===== src/sv/mvt_pkg.sv =====
// Shared widths, constants and control types for the 4x4 matrix-vector transform.
package mvt_pkg;

    localparam int ROW_COUNT = 4;
    localparam int ELEM_W    = 16;
    localparam int ROW_W     = ROW_COUNT * ELEM_W;
    localparam int FRAC      = 12;
    localparam int PROD_W    = 2 * ELEM_W;
    localparam int PAIR_W    = PROD_W + 1;
    localparam int SUM_W     = PROD_W + 2;
    localparam int RND_W     = SUM_W - FRAC;
    localparam int IDX_W     = 8;

    // 1.0 in Q3.12
    localparam logic [ELEM_W-1:0] ONE_Q = ELEM_W'(4096);
    localparam logic [SUM_W-1:0]  RND_HALF = SUM_W'(2048);

    localparam logic signed [ELEM_W-1:0] SAT_MAX = 16'sh7FFF;
    localparam logic signed [ELEM_W-1:0] SAT_MIN = 16'sh8000;

    // Stage enables for one lane
    typedef struct packed {
        logic en_mul;
        logic en_pair;
        logic en_sum;
    } lane_ctrl_t;

    typedef logic signed [RND_W-1:0] rnd_t;

    // Identity row i: 1.0 on the diagonal
    function automatic logic [ROW_W-1:0] identity_row(input int unsigned i);
        logic [ROW_W-1:0] r;
        r = '0;
        r[i*ELEM_W +: ELEM_W] = ONE_Q;
        return r;
    endfunction

endpackage


===== src/sv/mvt_lane.sv =====
// One lane: multiply a matrix row by the vector, add the products and round to Q9.12.
module mvt_lane
    import mvt_pkg::*;
(
    input  logic              clk,
    input  lane_ctrl_t        ctrl,
    input  logic [ROW_W-1:0]  row,
    input  logic [ROW_W-1:0]  vec,
    output rnd_t              rnd
);

    logic signed [PROD_W-1:0] prod_reg  [ROW_COUNT];
    logic signed [PROD_W-1:0] prod_next [ROW_COUNT];
    logic signed [PAIR_W-1:0] pair_reg  [2];
    logic signed [PAIR_W-1:0] pair_next [2];
    logic signed [SUM_W-1:0]  sum;
    rnd_t                     rnd_reg;
    rnd_t                     rnd_next;

    always_comb
    begin
        for (int j = 0; j < ROW_COUNT; j++)
        begin
            prod_next[j] = PROD_W'($signed(row[j*ELEM_W +: ELEM_W]))
                         * PROD_W'($signed(vec[j*ELEM_W +: ELEM_W]));
        end
    end

    always_comb
    begin
        pair_next[0] = PAIR_W'(prod_reg[0]) + PAIR_W'(prod_reg[1]);
        pair_next[1] = PAIR_W'(prod_reg[2]) + PAIR_W'(prod_reg[3]);
    end

    // Exact sum plus half an LSB, then floor by dropping the low FRAC fraction bits
    always_comb
    begin
        sum      = SUM_W'(pair_reg[0]) + SUM_W'(pair_reg[1]) + $signed(RND_HALF);
        rnd_next = sum[SUM_W-1:FRAC];
    end

    always_ff @(posedge clk)
    begin
        if (ctrl.en_mul)
        begin
            for (int j = 0; j < ROW_COUNT; j++)
            begin
                prod_reg[j] <= prod_next[j];
            end
        end
        if (ctrl.en_pair)
        begin
            pair_reg[0] <= pair_next[0];
            pair_reg[1] <= pair_next[1];
        end
        if (ctrl.en_sum)
        begin
            rnd_reg <= rnd_next;
        end
    end

    assign rnd = rnd_reg;

endmodule


===== config.mk =====
export PLATFORM = sky130hd
export DESIGN_NAME = mvt_lane
export DESIGN_NICKNAME = d
export VERILOG_FILES = /design/src/sv/mvt_pkg.sv /design/src/sv/mvt_lane.sv
export SDC_FILE = /design/constraint.sdc
export NUM_CORES = 2
export LEC_CHECK = 0
export BUFFER_PORTS_ARGS = -buffer_cell sky130_fd_sc_hd__buf_2
export CAP_MARGIN = 15
export CORE_UTILIZATION = 38
export DETAILED_ROUTE_END_ITERATION = 16
export PLACE_DENSITY = 0.66
export SYNTH_ARGS = -nofsm -noshare
export SYNTH_HDL_FRONTEND = slang
export SYNTH_SLANG_ARGS = --single-unit

===== constraint.sdc =====
create_clock -name clk -period 6.5 [get_ports clk]
set_clock_uncertainty 0.2 [all_clocks]
set_input_delay 0.975 -clock clk [delete_from_list [all_inputs] [get_ports clk]]
set_output_delay 0.975 -clock clk [all_outputs]
set_load 0.005 [all_outputs]

==> report_table.html <==
<table>
<tr><th>Metric</th><th>Value</th></tr>
<tr><th colspan="2">Status</th></tr>
<tr><td>Run status</td><td>finished clean</td></tr>
<tr><th colspan="2">Worst setup path</th></tr>
<tr><td>Worst reg-to-reg setup slack</td><td>2480 ps</td></tr>
<tr><td>Critical-path cell list</td><td>clkbuf_4, buf_4, and2_1, fa_1, fa_1, fa_2, fa_2, fa_1, inv_1, fa_1, inv_1, ha_4, a21oi_4, o21bai_1, a21o_1, a21o_1, a21oi_2, o21a_1, o31ai_4, a221oi_2, nor4bb_1, or3_1</td></tr>
<tr><td>Signal arrival time at the worst endpoint</td><td>6500 ps</td></tr>
<tr><td>Peak fanout along the critical path</td><td>15</td></tr>
<tr><td>Critical path endpoint category</td><td>flop</td></tr>
<tr><td>Most numerous cell on the critical path</td><td>fa_1</td></tr>
<tr><td>Largest stage delay, worst path</td><td>550 ps</td></tr>
<tr><td>CP startpoint kind</td><td>primary input</td></tr>
<tr><td>WP data required</td><td>6560 ps</td></tr>
<tr><td>Top delay family on crit path</td><td>adder cells</td></tr>
<tr><td>Worst path slowest cell</td><td>fa_1</td></tr>
<tr><td>CP Class</td><td>primary input to flop</td></tr>
<tr><td>CP bufs+invs</td><td>4</td></tr>
<tr><th colspan="2">Drt</th></tr>
<tr><td>Initial DRT Pass Iterations</td><td>8</td></tr>
<tr><td>DR DRC count</td><td>0</td></tr>
<tr><td>Via-to-Cell Ratio</td><td>4.80</td></tr>
<tr><td>Total via count after detailed routing</td><td>35700</td></tr>
<tr><td>Total detailed-routing wirelength</td><td>118000 µm</td></tr>
<tr><td>Final routed wire length divided by cell count</td><td>15.9 µm</td></tr>
<tr><td>Antenna Nets Post-Route</td><td>0</td></tr>
<tr><td>Initial DRC count</td><td>1898</td></tr>
<tr><th colspan="2">Layout</th></tr>
<tr><td>Number of flip-flops in the largest register</td><td>128</td></tr>
<tr><td>N_diodes</td><td>0</td></tr>
<tr><td>Nets</td><td>7320</td></tr>
<tr><td>Area Overhead vs Synth</td><td>17.2%</td></tr>
<tr><td>Layout cell share with drive strength beyond 1</td><td>16.6%</td></tr>
<tr><th colspan="2">Logic synthesis</th></tr>
<tr><td>Syn_nets</td><td>6705</td></tr>
<tr><td>Share of the synthesized area in the top cell type</td><td>42.0%</td></tr>
<tr><td>Distinct cell type count after synthesis</td><td>75</td></tr>
<tr><td>Yosys warning count</td><td>0</td></tr>
<tr><td>Share of synthesized area occupied by flip-flops and latches</td><td>13.0%</td></tr>
<tr><td>Fraction of registers with async set/reset</td><td>0%</td></tr>
<tr><td>Cell area after synthesis</td><td>0.0500 mm²</td></tr>
<tr><td>Synthesized netlist cell count</td><td>5068</td></tr>
<tr><td>Post-synthesis register bit count</td><td>216</td></tr>
<tr><td>Top cells by area in the synthesized netlist</td><td>fa_1 42%, edfxtp_1 13%, ha_1 11%, inv_1 8.9%, and2_1 6.3%</td></tr>
<tr><td>EDFF count, synth</td><td>216</td></tr>
<tr><td>Flip-flop cell with the highest count after synthesis</td><td>edfxtp_1</td></tr>
<tr><td>Area leader, netlist</td><td>fa_1</td></tr>
<tr><td>Most frequent cell after synthesis</td><td>inv_1</td></tr>
<tr><td>Post-synth top cells</td><td>1183 x inv_1, 1050 x fa_1, 524 x nand2_1</td></tr>
<tr><td>Syn Area/Cell</td><td>9.87 µm²</td></tr>
<tr><th colspan="2">Clocking</th></tr>
<tr><td>Clock buffers created by TritonCTS</td><td>23</td></tr>
<tr><td>Clock root buffer</td><td>clkbuf_16</td></tr>
<tr><td>H-Tree Depth</td><td>1</td></tr>
<tr><td>Latest clock arrival within the worst-skew pair</td><td>520 ps</td></tr>
<tr><td>Clock transition time at the flip-flop clock pins of the worst setup and hold paths</td><td>60 ps</td></tr>
<tr><td>Maximum buffer depth of the clock tree</td><td>3</td></tr>
<tr><td>Hold buffer count at cts</td><td>0</td></tr>
<tr><td>CTS tree</td><td>yes</td></tr>
<tr><td>TritonCTS sink count</td><td>216</td></tr>
<tr><th colspan="2">Place</th></tr>
<tr><td>Port Buffers</td><td>153</td></tr>
<tr><td>Worst slack after detailed placement</td><td>-595 ps</td></tr>
<tr><td>Detail Placement HPWL</td><td>105000 µm</td></tr>
<tr><td>Placer's final routability congestion estimate</td><td>0.907</td></tr>
<tr><th colspan="2">Timing</th></tr>
<tr><td>Max Clk Rate</td><td>155 MHz</td></tr>
<tr><td>Max Slew Vio Count</td><td>0</td></tr>
<tr><td>Setup repair after global routing missed its margin</td><td>yes</td></tr>
<tr><td># setup viols final</td><td>0</td></tr>
<tr><td>Crit share post-route</td><td>99.1%</td></tr>
<tr><td>Setup slack of the critical path after layout</td><td>56.2 ps</td></tr>
<tr><td>Tightest Pin Transition</td><td>920 ps</td></tr>
<tr><td>Shortest clock period the worst path allows after layout</td><td>6440 ps</td></tr>
<tr><td>Count of final hold-check violations</td><td>0</td></tr>
<tr><td>Worst slew margin</td><td>38.7%</td></tr>
<tr><th colspan="2">Floorplan</th></tr>
<tr><td>Boundary Pins</td><td>154</td></tr>
<tr><td>Placeable core region</td><td>0.130 mm²</td></tr>
<tr><td>Vert. Die Dim</td><td>365 µm</td></tr>
<tr><td>Die width</td><td>365 µm</td></tr>
<tr><td>Total number of placement rows</td><td>132</td></tr>
<tr><td>Overall die area</td><td>0.133 mm²</td></tr>
<tr><td>Effective utilization at floorplan</td><td>38.5%</td></tr>
<tr><th colspan="2">GRT</th></tr>
<tr><td>Vias in the first global route</td><td>38900</td></tr>
<tr><td>Residual overflow from global routing</td><td>0</td></tr>
<tr><td>Total Routing Usage GR</td><td>18.5%</td></tr>
<tr><td>Initial antenna violation count</td><td>4</td></tr>
<tr><td>Global-route wire length before repair</td><td>198000 µm</td></tr>
<tr><td>Pin count of the biggest net entering global routing</td><td>67</td></tr>
<tr><th colspan="2">Hold path</th></tr>
<tr><td>Hold Path Class</td><td>flop to flop</td></tr>
<tr><th colspan="2">Job</th></tr>
<tr><td>Count of maximum capacitance violations</td><td>0</td></tr>
</table>
layout make-up:
cell class	instances	area (µm²)
clock buffers	28	594
clock inverters	10	48.8
fillers	12300	71400
inverters	1183	4440
multi-input cells	3535	39400
flip-flops and latches	216	6490
well taps	1742	2180
repair buffers	724	5510
stage by stage:
step	hold slack (ps)	util [%]	setup TNS, ps	std cells	instance area (µm²)
floorplan	313	-	-291	5068	50600
global placement	384	43.9	-15250	7377	57100
detailed placement	371	43.9	-18050	7377	57100
CTS	394	44.5	-10.7	7416	57800
global route	405	45.1	-306	7438	58600
finish	383	45.1	0	7438	58600
worst reg2reg max path, delay by kind of cell, from the launching register on:
kind	cells	cell delay (ps)
simple gates	4	750
xor+xnor	1	360
fa+ha+maj	2	570
compound gates	5	1450
flops	1	390
layer usage:
layer | wire [µm] | global-route usage (%) | part of all wire (%)
met1 | 51100 | 24.6 | 43
met2 | 59700 | 32.7 | 50
met3 | 5080 | 1.56 | 4.3
met4 | 2370 | 3.72 | 2.0
met5 | 0 | 0 | 0
final timing paths:
path                                    end  cells past startpoint                       from
setup / recovery  prod_reg[1][30]$_DFFE_PP_                     22                    row[30]
hold / removal    pair_reg[0][33]$_DFFE_PP_                      1   prod_reg[2][0]$_DFFE_PP_
setup reg to reg          rnd[18]$_DFFE_PP_                     12  pair_reg[0][35]$_DFFE_PP_
hold reg to reg   pair_reg[0][33]$_DFFE_PP_                      1   prod_reg[2][0]$_DFFE_PP_
cell usage in the layout (no fill, tap or decap), drive strengths merged, types with 7 or more instances in the layout:
cell     Yosys  layout
inv       1183    1182
fa        1050    1050
buf          0     696
nand2      524     524
and2       505     505
ha         455     455
edfxtp     216     216
xnor2      169     169
a21oi      163     163
nor2       135     135
a21o        83      83
o21ai       72      72
clkbuf     134      56
xor2        46      46
o21bai      36      36
nand2b      32      32
o21a        29      29
nor3        28      28
nand3       25      25
nor2b       15      15
a31oi       15      15
and3        14      14
nand4       13      13
o31ai       13      13
o211ai      10      10
a211oi      10      10
clkinv       0       9
or2          7       7
or3          7       7
a2111oi      7       7
logic make-up after synthesis:
group | after synthesis | share of synthesized area, %
DFF | 216 | 13.0
and+or+nand+nor | 1316 | 13.1
adders and majority gates | 1505 | 53.4
muxes | 2 | 0.0400
xor gates and xnor gates | 215 | 3.77
buffers and inverters | 1317 | 9.89
AOI/OAI and AO/OA | 497 | 6.81
what timing repair did:
item                                    CTS  global route
pin swaps                                 1            96
buffers inserted                          1            21
resized for setup                         5           231
cloned                                    0             1
endpoints found under the setup margin    2            31
Power is left out: the tool's default activity adds up to more than one toggle a clock period on the data nets, which glitch-free logic cannot reach.
