<file path="src/sv/mvt_pkg.sv">
// Shared widths, constants and control types for the 4x4 matrix-vector transform.
package mvt_pkg;

    localparam int ROW_COUNT = 4;
    localparam int ELEM_W    = 16;
    localparam int ROW_W     = ROW_COUNT * ELEM_W;
    localparam int FRAC      = 12;
    localparam int PROD_W    = 2 * ELEM_W;
    localparam int PAIR_W    = PROD_W + 1;
    localparam int SUM_W     = PROD_W + 2;
    localparam int RND_W     = SUM_W - FRAC;
    localparam int IDX_W     = 8;

    // 1.0 in Q3.12
    localparam logic [ELEM_W-1:0] ONE_Q = ELEM_W'(4096);
    localparam logic [SUM_W-1:0]  RND_HALF = SUM_W'(2048);

    localparam logic signed [ELEM_W-1:0] SAT_MAX = 16'sh7FFF;
    localparam logic signed [ELEM_W-1:0] SAT_MIN = 16'sh8000;

    // Stage enables for one lane
    typedef struct packed {
        logic en_mul;
        logic en_pair;
        logic en_sum;
    } lane_ctrl_t;

    typedef logic signed [RND_W-1:0] rnd_t;

    // Identity row i: 1.0 on the diagonal
    function automatic logic [ROW_W-1:0] identity_row(input int unsigned i);
        logic [ROW_W-1:0] r;
        r = '0;
        r[i*ELEM_W +: ELEM_W] = ONE_Q;
        return r;
    endfunction

endpackage

</file>
<file path="src/sv/mvt_merge.sv">
// Merge stage: saturate the lane results, pack the word and hold it for the receiver.
module mvt_merge
    import mvt_pkg::*;
(
    input  logic              clk,
    input  logic              rst_n,
    input  logic              in_valid,
    output logic              in_ready,
    input  rnd_t              rnd [ROW_COUNT],
    output logic              out_valid,
    input  logic              out_ready,
    output logic [ROW_W-1:0]  out_data,
    output logic              out_sat
);

    localparam rnd_t HI = RND_W'(SAT_MAX);
    localparam rnd_t LO = RND_W'(SAT_MIN);

    logic              valid_reg;
    logic              valid_next;
    logic [ROW_W-1:0]  data_reg;
    logic [ROW_W-1:0]  data_next;
    logic              sat_reg;
    logic              sat_next;
    logic              take;

    assign in_ready = !valid_reg || out_ready;
    assign take     = in_valid && in_ready;

    always_comb
    begin
        data_next = '0;
        sat_next  = 1'b0;
        for (int i = 0; i < ROW_COUNT; i++)
        begin
            if (rnd[i] > HI)
            begin
                data_next[i*ELEM_W +: ELEM_W] = SAT_MAX;
                sat_next = 1'b1;
            end
            else if (rnd[i] < LO)
            begin
                data_next[i*ELEM_W +: ELEM_W] = SAT_MIN;
                sat_next = 1'b1;
            end
            else
            begin
                data_next[i*ELEM_W +: ELEM_W] = rnd[i][ELEM_W-1:0];
            end
        end
    end

    always_comb
    begin
        valid_next = valid_reg;
        if (take)
        begin
            valid_next = 1'b1;
        end
        else if (out_ready)
        begin
            valid_next = 1'b0;
        end
    end

    always_ff @(posedge clk or negedge rst_n)
    begin
        if (!rst_n)
        begin
            valid_reg <= 1'b0;
        end
        else
        begin
            valid_reg <= valid_next;
        end
    end

    always_ff @(posedge clk)
    begin
        if (take)
        begin
            data_reg <= data_next;
            sat_reg  <= sat_next;
        end
    end

    assign out_valid = valid_reg;
    assign out_data  = data_reg;
    assign out_sat   = sat_reg;

endmodule
</file>
<file path="config.mk">
export PLATFORM = sky130hd
export DESIGN_NAME = mvt_merge
export DESIGN_NICKNAME = d
export VERILOG_FILES = /design/src/sv/mvt_pkg.sv /design/src/sv/mvt_merge.sv
export SDC_FILE = /design/constraint.sdc
export NUM_CORES = 1
export LEC_CHECK = 0
export BUFFER_PORTS_ARGS = -buffer_cell sky130_fd_sc_hd__buf_2
export CORE_UTILIZATION = 38
export CTS_BUF_LIST = sky130_fd_sc_hd__clkbuf_16
export CTS_CLUSTER_SIZE = 30
export DETAILED_ROUTE_END_ITERATION = 10
export PLACE_DENSITY_LB_ADDON = 0.1
export SYNTH_ARGS = -nofsm -noshare
export SYNTH_HDL_FRONTEND = slang
export SYNTH_SLANG_ARGS = --single-unit
</file>
<file path="constraint.sdc">
create_clock -name clk -period 5.07 [get_ports clk]
set_input_delay 0 -clock clk [delete_from_list [all_inputs] [get_ports clk]]
set_output_delay 0 -clock clk [all_outputs]
set_load 0.05 [all_outputs]
</file>
==> results of run 1 <==
-- timing repair --
| item | in CTS | in global routing |
|---|---|---|
| buffers inserted | 0 | 0 |
| resized for setup | 0 | 0 |
| hold buffers | 66 | 0 |
| hold endpoints to repair | 64 | 0 |
| setup endpoints to repair | 0 | 0 |
-- routing by layer --
metal	global-route usage, %	share of wire, %
met1	21.77	42
met2	30.58	49
met3	6.503	8.6
met4	7.771	1.0
met5	0	0
-- worst register-to-register path: stages (launching register included) --
cell and delay, ps:
dfrtp_1 380, nand2b_1 120, and2_2 150, buf_4 610
-- flip-flops by register name, summed over array words and instances, names as in the netlist --
| signal | cells |
|---|---|
| out_valid | 1 |
| out_sat | 1 |
| out_data | 64 |
-- power by group --
group | switching, mW | leakage, nW | total (mW) | internal, mW
Clock | 0.209 | 0.154 | 0.633 | 0.424
Sequential | 0.00780 | 0.638 | 0.651 | 0.643
Combinational | 0.189 | 1.12 | 0.294 | 0.104
-- worst paths after layout --
check	start	end	cells after the start
max in group asynchronous	rst_n	out_valid$_DFFE_PN0P_	3
hold reg to reg	out_valid$_DFFE_PN0P_	out_valid$_DFFE_PN0P_	3
hold / removal	rnd[3]	out_data[51]$_SDFFCE_PN1P_	2
setup / recovery	out_valid$_DFFE_PN0P_	out_data[43]$_SDFFCE_PN1P_	3
setup reg to reg	out_valid$_DFFE_PN0P_	out_data[43]$_SDFFCE_PN1P_	3
min in group asynchronous	rst_n	out_valid$_DFFE_PN0P_	3
-- final cells by class --
cell class | instances | share of cell area, %
clock buffer | 9 | 4.898
clock inverter | 7 | 1.850
multi-input combinational | 96 | 15.92
sequential | 66 | 42.99
tap | 96 | 2.612
timing repair buffer | 225 | 31.73
-- synthesized netlist by cell type --
cell type	count	area (µm²)
buf_6	8	90.09
nor2_1	4	15.01
edfxtp_1	65	1952
nand2b_1	2	12.51
nand4_1	5	31.28
nor3_4	4	65.06
mux2_2	4	45.04
and2_1	1	6.260
o21a_1	60	450.4
clkbuf_1	4	15.01
dfrtp_1	1	25.02
nand2_1	4	15.01
or4_4	4	45.04
o21ai_1	4	20.02
nor2_2	4	25.02
-- per-stage QoR --
stage / instance area, µm² / cells / hold WS, ps
after global routing: 4598 / 499 / 6.024
after detailed placement: 3627 / 417 / -224.9
after CTS: 4598 / 499 / 0.7289
after floorplan: 2813 / 174 / -295.6
final: 4598 / 499 / 7.349
after global placement: 3627 / 417 / -224.1
-- cell families after synthesis --
family                 share of synthesized area, %
AND/OR/NAND/NOR                               7.651
buffers and inverters                         3.737
multiplexers                                  1.601
AO/OA/AOI/OAI                                 16.73
flip-flops                                    70.28
-- cell usage in the layout (no fill, tap or decap), types with 4 or more instances in the layout --
master | Yosys | routed
o21a_1 | 60 | 60
mux2_2 | 4 | 4
nor3_4 | 4 | 4
clkbuf_16 | 0 | 9
or4_4 | 4 | 4
nor2_2 | 4 | 4
buf_2 | 0 | 158
o21ai_1 | 4 | 4
nand4_1 | 5 | 5
edfxtp_1 | 65 | 65
dlygate4sd3_1 | 0 | 66
nand2_1 | 4 | 4
nor2_1 | 4 | 4
==> results.cfg, run 1 <==
[final_layout]
antenna_cells = 0
drive_above_1_share_pct = 47.15
register_area_um2 = 1977
syn_to_final_growth_pct = 63.48
multiInputGateArea_um2 = 732.0
final_core_util_pct = 65.86
nFillCells = 540
fin_nets = 490

[synthesis]
ys_ff_latch = 66
syn_nets = 266
ys_seq_area_share_pct = 70.28
yosys_warnings = 0
syn_area_per_cell_um2 = 16.16
syn_area_um2 = 2813
synth_cells = 174
synth_cell_types = 15

[timing]
fmax_ghz = 0.5841
relSlewSlack_pct = 28.28
rsz0062_at_grt = false
worst_slew_pin_slew_ps = 1069
worst_slack_ps = 3358
clock_skew_ps = 5.108
fin_crit_sh_pct = 33.77
fin_setup_tns_ps = 0
hold_viol_final = 0
drv_slew = 0
fin_crit_ps = 1712
finalSetupViolCount = 0

[global_route]
track_usage_pct = 18.41
grt_pass1_wl_mm = 10.54
grt_max_degree = 66
antenna_found_initial = 0
grt_pass1_vias = 2285
overflow = 0

[floorplanning]
initial_core_util_pct = 40.29
die_area_um2 = 7750
die_w_um = 88.04
io_pins = 159
num_rows = 30
die_y_um = 88.04
coreArea_um2 = 6982

[place]
detailed_place_hpwl_mm = 4.541
gp_congestion = 0.7215
io_buffers = 158
pre_cts_slack_ps = 3386

[clock_tree]
root_buffer = clkbuf_16
clkTransAtPathRegs_ps = 50
clk-insertion-delay-late_ps = 320
cts_tree = built
clock_sinks = 66
clock_path_buffers = 2
numCtsBuffers = 9
htree_num_levels = 3

[routing]
drt-pass1-iter-count = 4
wl_mm = 6.972
wire_per_inst_um = 13.97
via_per_inst = 4.597
antenna_left = 0
drc = 0
vias = 2294
initialDrtViolationCount = 80

[setup_path]
slowest_delay_ps = 610
crit_type = flop to flop
required_ps = 5010
arrival_ps = 1650
cp-end-kind = flop
startpoint_type = flop
crit_buf_inv = 1
worst_path_max_delay_cell = buf_4
critPathTopFamily = buffers and inverters
crit_fanout = 65
ff2ff_setup_slack_ps = 3360
cp_cell_sequence = nand2b_1 > and2_2 > buf_4

[power_and_ir_drop]
p_leak_nw = 1.916
power_mw = 1.578
ir_worst_vdd_mv = 0.1611
power_density_nw_per_um2 = 343.1

[outcome]
status = complete, no violations

[min_path]
hold_path_class = input pin to flop

[flow_run]
cap_viol_max_count = 0
Note: power is estimated with default switching activity, not from simulation.
==> run 2, diff against run 1 <==
- clock period: 5.07 -> 1.8 ns (I/O delays scaled with it)
==> results.cfg, run 2 (synthesized netlist as in run 1, its figures left out) <==
[outcome]
status = complete, no violations

[floorplanning]
io_pins = 159
die_area_um2 = 7750
coreArea_um2 = 6982
num_rows = 30
initial_core_util_pct = 40.29
die_w_um = 88.04
die_y_um = 88.04

[flow_run]
cap_viol_max_count = 0

[clock_tree]
clock_sinks = 66
ctsHoldBuffers = 68
root_buffer = clkbuf_16
clock_path_buffers = 2
numCtsBuffers = 9
clkTransAtPathRegs_ps = 50
postCtsResizedCells = 0
clk-insertion-delay-late_ps = 320
cts_tree = built
htree_num_levels = 3
cts_setup_buffers = 0

[timing]
fmax_ghz = 0.7620
finalSetupViolCount = 0
fin_crit_ps = 1312
relSlewSlack_pct = 30.68
worst_slack_ps = 487.6
fin_crit_sh_pct = 72.91
fin_setup_tns_ps = 0
worst_slew_pin_slew_ps = 1033
rsz0062_at_grt = false
drv_slew = 0
clock_skew_ps = 3.542
hold_viol_final = 0

[final_layout]
register_area_um2 = 1978
nFillCells = 516
fin_nets = 492
antenna_cells = 0
layout_commonest_cell = buf_2
multiInputGateArea_um2 = 740.7
drive_above_1_share_pct = 46.90
largest_reg_flops = 64
syn_to_final_growth_pct = 64.50
layout_common_cells = 158 x buf_2, 68 x dlygate4sd3_1, 65 x edfxtp_1

[setup_path]
r2r_end = out_data[35]$_SDFFCE_PN1P_
cp_cell_sequence = nand2b_4 > and2_4 > buf_12
required_ps = 1780
crit_fanout = 65
crit_buf_inv = 1
crit_type = flop to flop
r2r_cells = 3
startpoint_type = flop
arrival_ps = 1290
ff2ff_setup_slack_ps = 490
critPathTopFamily = flip-flops
worst_r2r_startpoint = out_valid$_DFFE_PN0P_
slowest_delay_ps = 420
cp-end-kind = flop
worst_path_max_delay_cell = dfrtp_2

[power_and_ir_drop]
ir_worst_vdd_mv = 0.5367
p_leak_nw = 1.925
power_mw = 4.423
power_density_nw_per_um2 = 955.9

[global_route]
overflow = 0
grt_pass1_vias = 2410
grt_pass1_wl_mm = 11.07
antenna_found_initial = 0
grt_max_degree = 66
track_usage_pct = 19.41

[place]
gp_congestion = 0.7443
io_buffers = 158
pre_cts_slack_ps = 353.9
detailed_place_hpwl_mm = 4.459

[routing]
wl_met1_mm = 2.769
antenna_left = 0
vias = 2306
route.met2.wl_mm = 3.717
wire_per_inst_um = 14.34
initialDrtViolationCount = 65
wl_met3_um = 547
wl_mm = 7.157
drc = 0
via_per_inst = 4.621
drt-pass1-iter-count = 2
maxUsedRoutingLayer = met4

[min_path]
min_to = out_sat$_SDFFCE_PP1P_
min_from = rnd[16]
hold_path_class = input pin to flop
holdPathStages = 4
## run 2: final cells by class
class	count	share of cell area, %
Multi-Input combinational cell	96	16.01
Clock buffer	9	4.867
Timing Repair Buffer	227	32.23
Tap cell	96	2.596
Sequential cell	66	42.75
Clock inverter	5	1.541
## run 2: metal layers
| layer | GRT usage (%) | vias to the layer above |
|---|---|---|
| met5 | 0 | - |
| met4 | 9.824 | 0 |
| met3 | 5.749 | 12 |
| met2 | 34.53 | 97 |
| met1 | 20.98 | 1066 |
| li1 | - | 1131 |
## run 2: how the worst max path moves through the flow
stage	from	endpoint	slack (ps)	depth (start not counted)
after floorplan	out_valid$_DFFE_PN0P_	out_data[0]$_SDFFCE_PN1P_	110	2
after global placement	rnd[60]	out_data[23]$_SDFFCE_PN1P_	390	4
after detailed placement	rnd[60]	out_data[22]$_SDFFCE_PN1P_	350	4
after CTS	out_valid$_DFFE_PN0P_	out_data[35]$_SDFFCE_PN1P_	490	3
after global routing	rnd[65]	out_data[22]$_SDFFCE_PN1P_	430	4
final	out_valid$_DFFE_PN0P_	out_data[35]$_SDFFCE_PN1P_	490	3
## run 2: tightest hold or removal path, cell delays in order
cell     delay (ps)
buf_2           110
nor3_4           50
mux2_2          250
nand4_1          80
## run 2: report_power, final
part           leakage [nW]  total (mW)  switching (mW)  internal (mW)
registers             0.637        1.83          0.0217           1.81
logic                  1.14       0.840           0.536          0.303
clock network         0.144        1.75           0.570           1.18
total                  1.92        4.42            1.13           3.30
## run 2: per-stage QoR
stage / util [%] / std cells / cell area [µm²] / hold slack (ps)
after CTS: 66.27 / 499 / 4627 / 276.3
after global placement: 52.28 / 417 / 3650 / -224.2
after detailed placement: 52.28 / 417 / 3650 / -224.2
after floorplan: - / 174 / 2824 / -295.6
final: 66.27 / 499 / 4627 / 285.7
after global routing: 66.27 / 499 / 4627 / 299.2
==> run 3, diff against run 2 <==
- clock period: 1.8 -> 1.3 ns (I/O delays scaled with it)
==> results.cfg, run 3 (synthesized netlist as in run 1, its figures left out) <==
[timing]
hold_viol_final = 0
fin_crit_ps = 1254
hold_slack_ps = 259.1
fin_setup_tns_ps = 0
rsz0062_at_grt = true
drv_slew = 0
worst_slew_pin_slew_ps = 618.2
clock_skew_ps = 5.558
fmax_ghz = 0.7974
worst_slack_ps = 45.88
fin_crit_sh_pct = 96.47
relSlewSlack_pct = 58.78
finalSetupViolCount = 0

[setup_path]
cp-end-kind = flop
ff2ff_setup_slack_ps = 50
required_ps = 1310
worst_path_max_delay_cell = dfrtp_2
cp_cell_sequence = nand2b_4 > and2_4 > buf_12
slowest_delay_ps = 420
crit_fanout = 26
r2r_cells = 3
crit_buf_inv = 1
r2r_end = out_data[56]$_SDFFCE_PN1P_
startpoint_type = flop
arrival_ps = 1260
worst_r2r_startpoint = out_valid$_DFFE_PN0P_
critPathTopFamily = flip-flops
crit_type = flop to flop

[clock_tree]
clock_path_buffers = 2
clk-insertion-delay-late_ps = 310
clock_sinks = 66
htree_num_levels = 3
numCtsBuffers = 9
root_buffer = clkbuf_16
cts_setup_buffers = 0
clkTransAtPathRegs_ps = 50
cts_tree = built

[power_and_ir_drop]
p_leak_nw = 1.935
power_density_nw_per_um2 = 1241
p_comb_share_pct = 20.5
p_int_mw = 4.186
switching_share_pct = 27.27
p_sw_mw = 1.570
seqPwrFrac_pct = 44.1
ir_worst_vdd_mv = 0.7029
clockPowerShare_pct = 35.4

[routing]
wire_per_inst_um = 13.89
drt-pass1-iter-count = 4
initialDrtViolationCount = 55
drc = 0
vias = 2268
via_per_inst = 4.509
antenna_left = 0
wl_mm = 6.989

[global_route]
track_usage_pct = 18.10
antenna_found_initial = 0
overflow = 0
grt_pass1_wl_mm = 10.52
grt_pass1_vias = 2297
grt_max_degree = 27

[min_path]
min_to = out_data[15]$_SDFFCE_PN0P_
hold_path_class = input pin to flop
holdPathStages = 3
min_from = out_ready

[place]
gp_congestion = 0.7386
io_buffers = 158
detailed_place_hpwl_mm = 4.563
place_inst = 420
pre_cts_slack_ps = -125.5

[final_layout]
largest_reg_flops = 64
nFillCells = 526
layout_commonest_cell = buf_2
fin_cells = 503
antenna_cells = 0
drive_above_1_share_pct = 48.16
syn_to_final_growth_pct = 64.90
fin_nets = 495
layout_common_cells = 158 x buf_2, 68 x dlygate4sd3_1, 65 x edfxtp_1

[floorplanning]
num_rows = 30
die_w_um = 88.04
initial_core_util_pct = 40.29
die_area_um2 = 7750
coreArea_um2 = 6982
die_y_um = 88.04
io_pins = 159

[flow_run]
cap_viol_max_count = 0

[outcome]
status = complete, no violations
==> run 3: cell types whose count changed in the layout (fill, tap and decap cells not counted), sizes merged <==
cell,delta
buf,+3
bufinv,-2
inv,+2
clkinvlp,+1
==> run 3: metal layers <==
metal / track usage (%) / part of all wire (%)
met5: 0 / 0
met4: 7.478 / 1.7
met3: 5.184 / 7.5
met2: 31.50 / 51
met1: 21.00 / 40
==> run 3: repair_timing <==
| item | in CTS | in global routing |
|---|---|---|
| endpoints found under the hold margin | 66 | 0 |
| resized for setup | 0 | 5 |
| setup endpoints to repair | 0 | 71 |
| hold buffers | 68 | 0 |
==> run 3: tightest hold or removal path, cell delays in order <==
cell and delay, ps:
buf_2 80, nand2b_4 120, and2_4 230
==> run 3: how the worst max path moves through the flow <==
| stage | start | slack [ps] | endpoint | depth (start not counted) |
|---|---|---|---|---|
| after floorplan | out_valid$_DFFE_PN0P_ | -390 | out_data[0]$_SDFFCE_PN1P_ | 2 |
| after global placement | rnd[60] | -110 | out_data[27]$_SDFFCE_PN1P_ | 4 |
| after detailed placement | rnd[64] | -130 | out_data[19]$_SDFFCE_PN1P_ | 5 |
| after CTS | rnd[65] | 20 | out_data[19]$_SDFFCE_PN1P_ | 4 |
| after global routing | out_valid$_DFFE_PN0P_ | -6 | out_data[53]$_SDFFCE_PN1P_ | 3 |
| final | out_valid$_DFFE_PN0P_ | 50 | out_data[56]$_SDFFCE_PN1P_ | 3 |
==> run 3: cell type report <==
cell class              count  area [µm²]  area share [%]
repair buffers            230        1526           32.91
clock inverters             6       27.53          0.5935
multi-input cells          96       760.7           16.40
clock buffers               9       225.2           4.856
flip-flops and latches     66        1978           42.65
well taps                  96       120.1           2.590
==> run 3: stage by stage <==
stage          area (µm²)  utilization (%)  total power [mW]
2_1_floorplan        2824                -             3.280
3_3_place_gp         3685            52.78             3.587
3_5_place_dp         3685            52.78             3.594
4_1_cts              4618            66.15             5.786
5_1_grt              4638            66.43             5.976
6_report             4638            66.43             5.756
==> run 3: power groups by stage <==
stage          sequential (mW)  clock (mW)  combinational (mW)
6_report                  2.54        2.04                1.18
5_1_grt                   2.55        2.18                1.25
2_1_floorplan             3.03           0               0.247
4_1_cts                   2.54        2.07                1.18
3_3_place_gp              2.58           0                1.01
3_5_place_dp              2.58           0                1.02
